### config.mk
export PLATFORM = sky130hd
export DESIGN_NAME = alpha_weighted_mip_downsample_top
export DESIGN_NICKNAME = d
export VERILOG_FILES = /design/src/hdl/awmd_pkg.sv /design/src/hdl/alpha_weighted_mip_downsample_top.sv
export SDC_FILE = /design/constraint.sdc
export NUM_CORES = 2
export LEC_CHECK = 0
export BUFFER_PORTS_ARGS = -buffer_cell sky130_fd_sc_hd__buf_4
export CAP_MARGIN = 20
export CORE_MARGIN = 1.5
export CORE_UTILIZATION = 30
export DETAILED_ROUTE_END_ITERATION = 12
export GPL_ROUTABILITY_DRIVEN = 0
export PLACE_DENSITY = 0.53
export SLEW_MARGIN = 20
export SYNTH_ARGS = -nofsm -noshare
export SYNTH_HDL_FRONTEND = slang
export SYNTH_SLANG_ARGS = --single-unit
### constraint.sdc
create_clock -name clk -period 32.5 [get_ports clk]
set_clock_uncertainty 0.1 [all_clocks]
set_input_delay 6.5 -clock clk [delete_from_list [all_inputs] [get_ports clk]]
set_output_delay 6.5 -clock clk [all_outputs]
set_load 0.1 [all_outputs]
### src/hdl/awmd_pkg.sv
// Package with the transfer types and shared constants of the alpha-weighted mip downsampler.
`timescale 1ns / 1ps

package awmd_pkg;

    localparam int NUM_STAGES = 8;
    localparam int DIV_STAGES = 4;
    localparam int NUM_PIX = 4;
    localparam int NUM_CHAN = 3;
    localparam int CHAN_W = 8;
    localparam int PROD_W = 16;
    localparam int ASUM_W = 10;
    localparam int NUM_W = 18;
    localparam logic [PROD_W-1:0] ROUND_255 = 16'd127;

    typedef struct packed {
        logic [31:0] pixel_top_left;
        logic [31:0] pixel_top_right;
        logic [31:0] pixel_bottom_left;
        logic [31:0] pixel_bottom_right;
    } quad_t;

    typedef struct packed {
        logic [7:0] red_straight;
        logic [7:0] green_straight;
        logic [7:0] blue_straight;
        logic [7:0] alpha_mean;
        logic [7:0] red_premultiplied;
        logic [7:0] green_premultiplied;
        logic [7:0] blue_premultiplied;
    } texel_t;

    typedef struct packed {
        logic [NUM_CHAN-1:0][NUM_PIX-1:0][PROD_W-1:0] prod;
        logic [ASUM_W-1:0]                            asum;
    } mul_t;

    typedef struct packed {
        logic [NUM_CHAN-1:0][NUM_W-1:0]  rem;
        logic [NUM_CHAN-1:0][CHAN_W-1:0] quo;
        logic [ASUM_W-1:0]               asum;
    } div_t;

    typedef struct packed {
        logic [NUM_CHAN-1:0][CHAN_W-1:0] straight;
        logic [NUM_CHAN-1:0][PROD_W-1:0] prod;
        logic [CHAN_W-1:0]               amean;
    } pm_t;

endpackage

### src/hdl/alpha_weighted_mip_downsample_top.sv
// Top level of the alpha-weighted 2x2 mip downsampler: an eight-stage pipeline.
`timescale 1ns / 1ps

// Channel  Signals                            Direction  Content
// quad     quad_valid, quad_ready, quad      in         four straight RGBA8 texels
// texel    texel_valid, texel_ready, texel   out        straight color, alpha, premultiplied
//
// One quad is accepted per cycle while quad_ready is high; its texel leaves from the last stage.
// The stages are products, sums, four two-bit divider steps, the premultiply
// product and the divide by 255. Reset clears only the valid bits.
// A stage holds while the stage after it is full and stalled, so a stall
// fills bubbles first and loses or repeats no transfer.

module alpha_weighted_mip_downsample_top (
    input  logic                clk,
    input  logic                rst_n,
    input  logic                quad_valid,
    output logic                quad_ready,
    input  awmd_pkg::quad_t     quad,
    output logic                texel_valid,
    input  logic                texel_ready,
    output awmd_pkg::texel_t    texel
);

    logic [awmd_pkg::NUM_STAGES-1:0] vld_reg;
    logic [awmd_pkg::NUM_STAGES-1:0] adv;

    awmd_pkg::mul_t   mul_reg;
    awmd_pkg::mul_t   mul_next;
    awmd_pkg::div_t   div_reg [awmd_pkg::DIV_STAGES+1];
    awmd_pkg::div_t   sum_next;
    awmd_pkg::div_t   div_next [awmd_pkg::DIV_STAGES];
    awmd_pkg::pm_t    pm_reg;
    awmd_pkg::pm_t    pm_next;
    awmd_pkg::texel_t out_reg;
    awmd_pkg::texel_t out_next;

    always_comb
    begin
        adv[awmd_pkg::NUM_STAGES-1] = ~vld_reg[awmd_pkg::NUM_STAGES-1] | texel_ready;
        for (int i = awmd_pkg::NUM_STAGES - 2; i >= 0; i--)
        begin
            adv[i] = ~vld_reg[i] | adv[i+1];
        end
    end

    assign quad_ready  = adv[0];
    assign texel_valid = vld_reg[awmd_pkg::NUM_STAGES-1];
    assign texel       = out_reg;

    always_ff @(posedge clk or negedge rst_n)
    begin
        if (!rst_n)
        begin
            vld_reg <= '0;
        end
        else
        begin
            if (adv[0])
            begin
                vld_reg[0] <= quad_valid;
            end
            for (int i = 1; i < awmd_pkg::NUM_STAGES; i++)
            begin
                if (adv[i])
                begin
                    vld_reg[i] <= vld_reg[i-1];
                end
            end
        end
    end

    // Stage 0: the twelve color-times-alpha products and the alpha sum.
    always_comb
    begin
        logic [awmd_pkg::NUM_PIX-1:0][31:0] px;
        logic [7:0] a;
        px[0] = quad.pixel_top_left;
        px[1] = quad.pixel_top_right;
        px[2] = quad.pixel_bottom_left;
        px[3] = quad.pixel_bottom_right;
        mul_next.asum = '0;
        for (int p = 0; p < awmd_pkg::NUM_PIX; p++)
        begin
            a = px[p][31:24];
            mul_next.asum = mul_next.asum + awmd_pkg::ASUM_W'(a);
            for (int c = 0; c < awmd_pkg::NUM_CHAN; c++)
            begin
                mul_next.prod[c][p] = awmd_pkg::PROD_W'(px[p][c*8 +: 8]) *
                                      awmd_pkg::PROD_W'(a);
            end
        end
    end

    always_ff @(posedge clk)
    begin
        if (adv[0])
        begin
            mul_reg <= mul_next;
        end
    end

    // Stage 1: weighted sums plus half the alpha sum form the dividends.
    always_comb
    begin
        sum_next.asum = mul_reg.asum;
        sum_next.quo  = '0;
        for (int c = 0; c < awmd_pkg::NUM_CHAN; c++)
        begin
            sum_next.rem[c] = awmd_pkg::NUM_W'(mul_reg.asum[awmd_pkg::ASUM_W-1:1]);
            for (int p = 0; p < awmd_pkg::NUM_PIX; p++)
            begin
                sum_next.rem[c] = sum_next.rem[c] + awmd_pkg::NUM_W'(mul_reg.prod[c][p]);
            end
        end
    end

    // Stages 2 to 5: restoring division, two quotient bits per stage.
    always_comb
    begin
        logic [awmd_pkg::NUM_W-1:0] sh;
        for (int g = 0; g < awmd_pkg::DIV_STAGES; g++)
        begin
            div_next[g] = div_reg[g];
            for (int b = 0; b < 2; b++)
            begin
                sh = awmd_pkg::NUM_W'(div_reg[g].asum) << (7 - 2*g - b);
                for (int c = 0; c < awmd_pkg::NUM_CHAN; c++)
                begin
                    if (div_next[g].rem[c] >= sh)
                    begin
                        div_next[g].rem[c] = div_next[g].rem[c] - sh;
                        div_next[g].quo[c][7 - 2*g - b] = 1'b1;
                    end
                end
            end
        end
    end

    always_ff @(posedge clk)
    begin
        if (adv[1])
        begin
            div_reg[0] <= sum_next;
        end
        for (int g = 0; g < awmd_pkg::DIV_STAGES; g++)
        begin
            if (adv[g+2])
            begin
                div_reg[g+1] <= div_next[g];
            end
        end
    end

    // Stage 6: alpha mean and the premultiply products; a fully transparent quad gives zeros.
    always_comb
    begin
        logic [awmd_pkg::ASUM_W-1:0] asum_rnd;
        asum_rnd = div_reg[awmd_pkg::DIV_STAGES].asum + awmd_pkg::ASUM_W'(2);
        pm_next.amean = asum_rnd[awmd_pkg::ASUM_W-1:2];
        for (int c = 0; c < awmd_pkg::NUM_CHAN; c++)
        begin
            if (div_reg[awmd_pkg::DIV_STAGES].asum == '0)
            begin
                pm_next.straight[c] = '0;
            end
            else
            begin
                pm_next.straight[c] = div_reg[awmd_pkg::DIV_STAGES].quo[c];
            end
            pm_next.prod[c] = awmd_pkg::PROD_W'(pm_next.straight[c]) *
                              awmd_pkg::PROD_W'(pm_next.amean);
        end
    end

    always_ff @(posedge clk)
    begin
        if (adv[6])
        begin
            pm_reg <= pm_next;
        end
    end

    // Stage 7: rounded divide by 255 as (x + 1 + (x >> 8)) >> 8.
    always_comb
    begin
        logic [awmd_pkg::NUM_CHAN-1:0][awmd_pkg::CHAN_W-1:0] pm;
        logic [awmd_pkg::PROD_W-1:0] x;
        logic [awmd_pkg::PROD_W-1:0] q;
        for (int c = 0; c < awmd_pkg::NUM_CHAN; c++)
        begin
            x = pm_reg.prod[c] + awmd_pkg::ROUND_255;
            q = x + awmd_pkg::PROD_W'(1) + awmd_pkg::PROD_W'(x[15:8]);
            pm[c] = q[15:8];
        end
        out_next.red_straight        = pm_reg.straight[0];
        out_next.green_straight      = pm_reg.straight[1];
        out_next.blue_straight       = pm_reg.straight[2];
        out_next.alpha_mean          = pm_reg.amean;
        out_next.red_premultiplied   = pm[0];
        out_next.green_premultiplied = pm[1];
        out_next.blue_premultiplied  = pm[2];
    end

    always_ff @(posedge clk)
    begin
        if (adv[7])
        begin
            out_reg <= out_next;
        end
    end

endmodule
==> run summary <==
The tools report the launch point of the worst reg-to-reg path as div_reg[0][180]$_DFFE_PP_. The run gives 52.0k as the number of global-route vias before repair. The number of cells on the worst reg-to-reg path is 18, and the number of sinks driven by the clock tree is 672. The synthesized cell area came out at 0.0716 sq mm. TritonCTS built the clock tree. The run gives 0 as the number of endpoints failing setup at the final stage. Post-synthesis cell type with the largest combined area: edfxtp_1. For this run, the number of Yosys warnings is 0. The first detailed-routing pass took 5 iterations. For the net count of the mapped netlist, the log shows 8768. Counting distinct cell types in the post-synthesis netlist gives 97. The run gives 14.8% as the global-route usage over all layers. The arrival time at the worst endpoint was 9.65 ns. 190 I/O pins were placed.

The core region is 0.238 sq mm. After detailed routing, the number of vias per cell comes to 4.77. The clock transition at the registers of the reported paths was 0.06 ns.

The tree is rooted in a clkbuf_16. Synthesis handed over a netlist of 7047 instances. The critical path starts at texel_ready.

The routed design could run at a clock period as short as 16.25 ns. The detailed router put a total of 78700 um of wire on met1. The die outline area was 0.242 sq mm.

The die is 492 um wide. The logs give 25.90 ns for the data required time of the worst path and 30.1% for the initial cell density of the core. The average wire length per cell after detail routing was 17.1 um. Along the worst path, the maximum fanout reaches 41.

The HPWL after detailed placement is 143000 um. The synthesized design contains 664 enable-type register cells. The worst hold path belongs to the class flip-flop to flip-flop.

Setup repair after global routing left no endpoint under its margin. For this run, design rule violations remaining after detail routing come to 0. The sort of element at the end of the critical path was a primary output. The share of the cycle needed by the critical path after routing came out at 50.0%.

Highest routed metal layer: met5. The tools report the first-pass GRT wire length as 286000 um. The number of buffers created by CTS came out at 82. The register with the most flip-flops in the layout has 326 of them. Cells with a size suffix above 1 make up 7.13% of the layout.

Detailed routing placed a total of 6720 um of wire on met3. In this run the number of H-tree levels came out at 3. The pin count of the biggest net entering global routing was 126. The worst setup path is of the primary input to primary output kind.

For this run, the top clock speed supported by timing is 0.0615 GHz. Number of cells traversed by the worst hold path: 0. The maximum root-to-sink buffer count came out at 3.

The remaining global-route overflow is 0, and the pin slew with the least headroom to its limit is 0.992 ns. Yosys attributes the largest share of cell area to edfxtp_1 28%, fa_1 19%, ha_1 16%. The placed instances occupy a cell area of 0.0768 sq mm. For this block, the routed nets add up to 179000 um of wire. Of all flip-flops after synthesis, the portion carrying an async set or reset was 1.19%.

The count of state elements after synthesis was 672. In the final timing run, aggregate negative setup slack is 0 ns. The run gives 10 as the number of antenna violations at the first check in global routing. For the clock latency on the worst-skew pair, the log shows 0.71 ns. The run finished with clean final reports. After clock tree synthesis, the setup repair step added 0 buffers.

Post-CTS repair changed the size of 0 cells. The quantity of I/O buffers inserted on ports was 189; the number of nets at the end of the flow was 8941. The routed length on met2 came out at 87400 um. The flip-flop cell with the highest count after synthesis is edfxtp_1. Buffers inserted to repair hold after CTS numbered 0.

Across the run, the number of max-cap violations was 0. The count of pins over their slew limit is 0. The tools report the element type at the critical path start as a primary input. The logs give 0 for the final count of hold timing violations and 179 for the standard-cell row count.

The startpoint identified for the worst hold timing path is out_next[51]$_DFFE_PP_. The post-layout instance area came out at 0.0796 sq mm. From bottom edge to top edge, the die measures 492 um. The number of nets with antenna violations after routing is 0, and the area growth from synthesis to final layout is 11.1%. Summing over every cut layer, the via total after detailed routing is 49.9k. For this run, the number of standard cells in the final layout without fillers is 10.5k. In this run the mean area of a mapped cell was 10.2 sq um.

The fraction of post-synthesis cell area in the top cell type by area was 27.8%. For the number of instances in the placed design, the log shows 10.3k. Summing the sequential cell areas from Yosys gives 28.1% of the chip area. The worst slew slack as a fraction of its limit was 33.9%.

The run gives 2454 as the number of DRC violations after detailed-routing iteration 0.
[metrics by stage]
| step | util (%) | hold slack (ns) | worst slack, ns |
|---|---|---|---|
| after detailed placement | 32.3 | 0.305 | 16.36 |
| after floorplan | - | 0.300 | 10.55 |
| final | 33.5 | 0.303 | 16.25 |
| after global placement | 32.3 | 0.301 | 16.33 |
| after CTS | 33.5 | 0.297 | 16.35 |
| after global routing | 33.5 | 0.317 | 16.00 |
[routing by layer]
metal	up-vias	GRT usage, %
li1	24233	-
met1	24513	18.6
met2	907	26.2
met3	257	2.02
met4	12	4.54
met5	-	0
[cells in the mapped netlist, types with 33 or more instances]
cell type / n
clkbuf_1: 106
inv_1: 976
xnor2_1: 309
nor2_1: 472
nor2b_1: 80
nor4_1: 33
fa_1: 697
a21o_1: 112
xor2_1: 107
nand2b_1: 60
and2_1: 435
nand4_1: 45
and3_1: 53
o21ai_0: 206
ha_1: 892
edfxtp_1: 664
o21a_1: 67
a21oi_1: 257
nor3_1: 114
nand3_1: 99
mux2_2: 88
nand2_1: 650
[layout make-up]
type / instances / area [sq um]
timing repair buffer: 216 / 1640
antenna: 1 / 2.50
sequential: 672 / 20100
tap: 3167 / 3960
multi-input combinational: 5269 / 47400
clock buffer: 92 / 2140
clock inverter: 61 / 659
fill: 24123 / 158000
inverter: 979 / 3680
[cells by family (layout without fill, tap and decap cells)]
kind of cell	after synthesis	count (layout)	synth area share (%)
other	0	1	0
xor gates and xnor gates	416	416	5.09
muxes	127	127	1.98
and+or+nand+nor	2177	2177	15.1
AOI/OAI and AO/OA	960	960	8.82
DFF	672	672	28.1
adders and majority gates	1589	1589	35.1
buffers and inverters	1106	1348	5.85
[final timing paths]
path,to,slack (ns)
worst min-delay path,texel[51]$_DFFE_PP_,0.30
max in group asynchronous,vld_reg[4]$_DFFE_PN0P_,26.47
min in group asynchronous,vld_reg[7]$_DFFE_PN0P_,5.58
worst min register to register,texel[51]$_DFFE_PP_,0.30
worst max register to register,div_reg[0][326]$_DFFE_PP_,26.00
worst max-delay path,quad_ready,16.25
[cells in the final DEF (no fill, tap or decap), types with 96 or more instances in the layout]
cell type	Yosys	routed
a21o_1	112	112
a21oi_1	257	257
and2_1	435	435
buf_4	2	214
edfxtp_1	664	664
fa_1	697	697
ha_1	892	892
inv_1	976	974
nand2_1	650	647
nand3_1	99	96
nor2_1	472	472
nor3_1	114	114
o21ai_0	206	206
xnor2_1	309	307
xor2_1	107	105
[worst max-delay path: stages]
cell	delay, ns
buf_4	0.11
nor2b_1	0.63
nand3_2	0.12
buf_4	0.28
nor2_1	0.16
buf_4	0.21
nand3_4	0.28
inv_1	0.25
nand3_4	0.51
buf_4	0.48
Power is not shown: default switching activity piles up to over one toggle a cycle in this logic, so the estimate is an artifact.
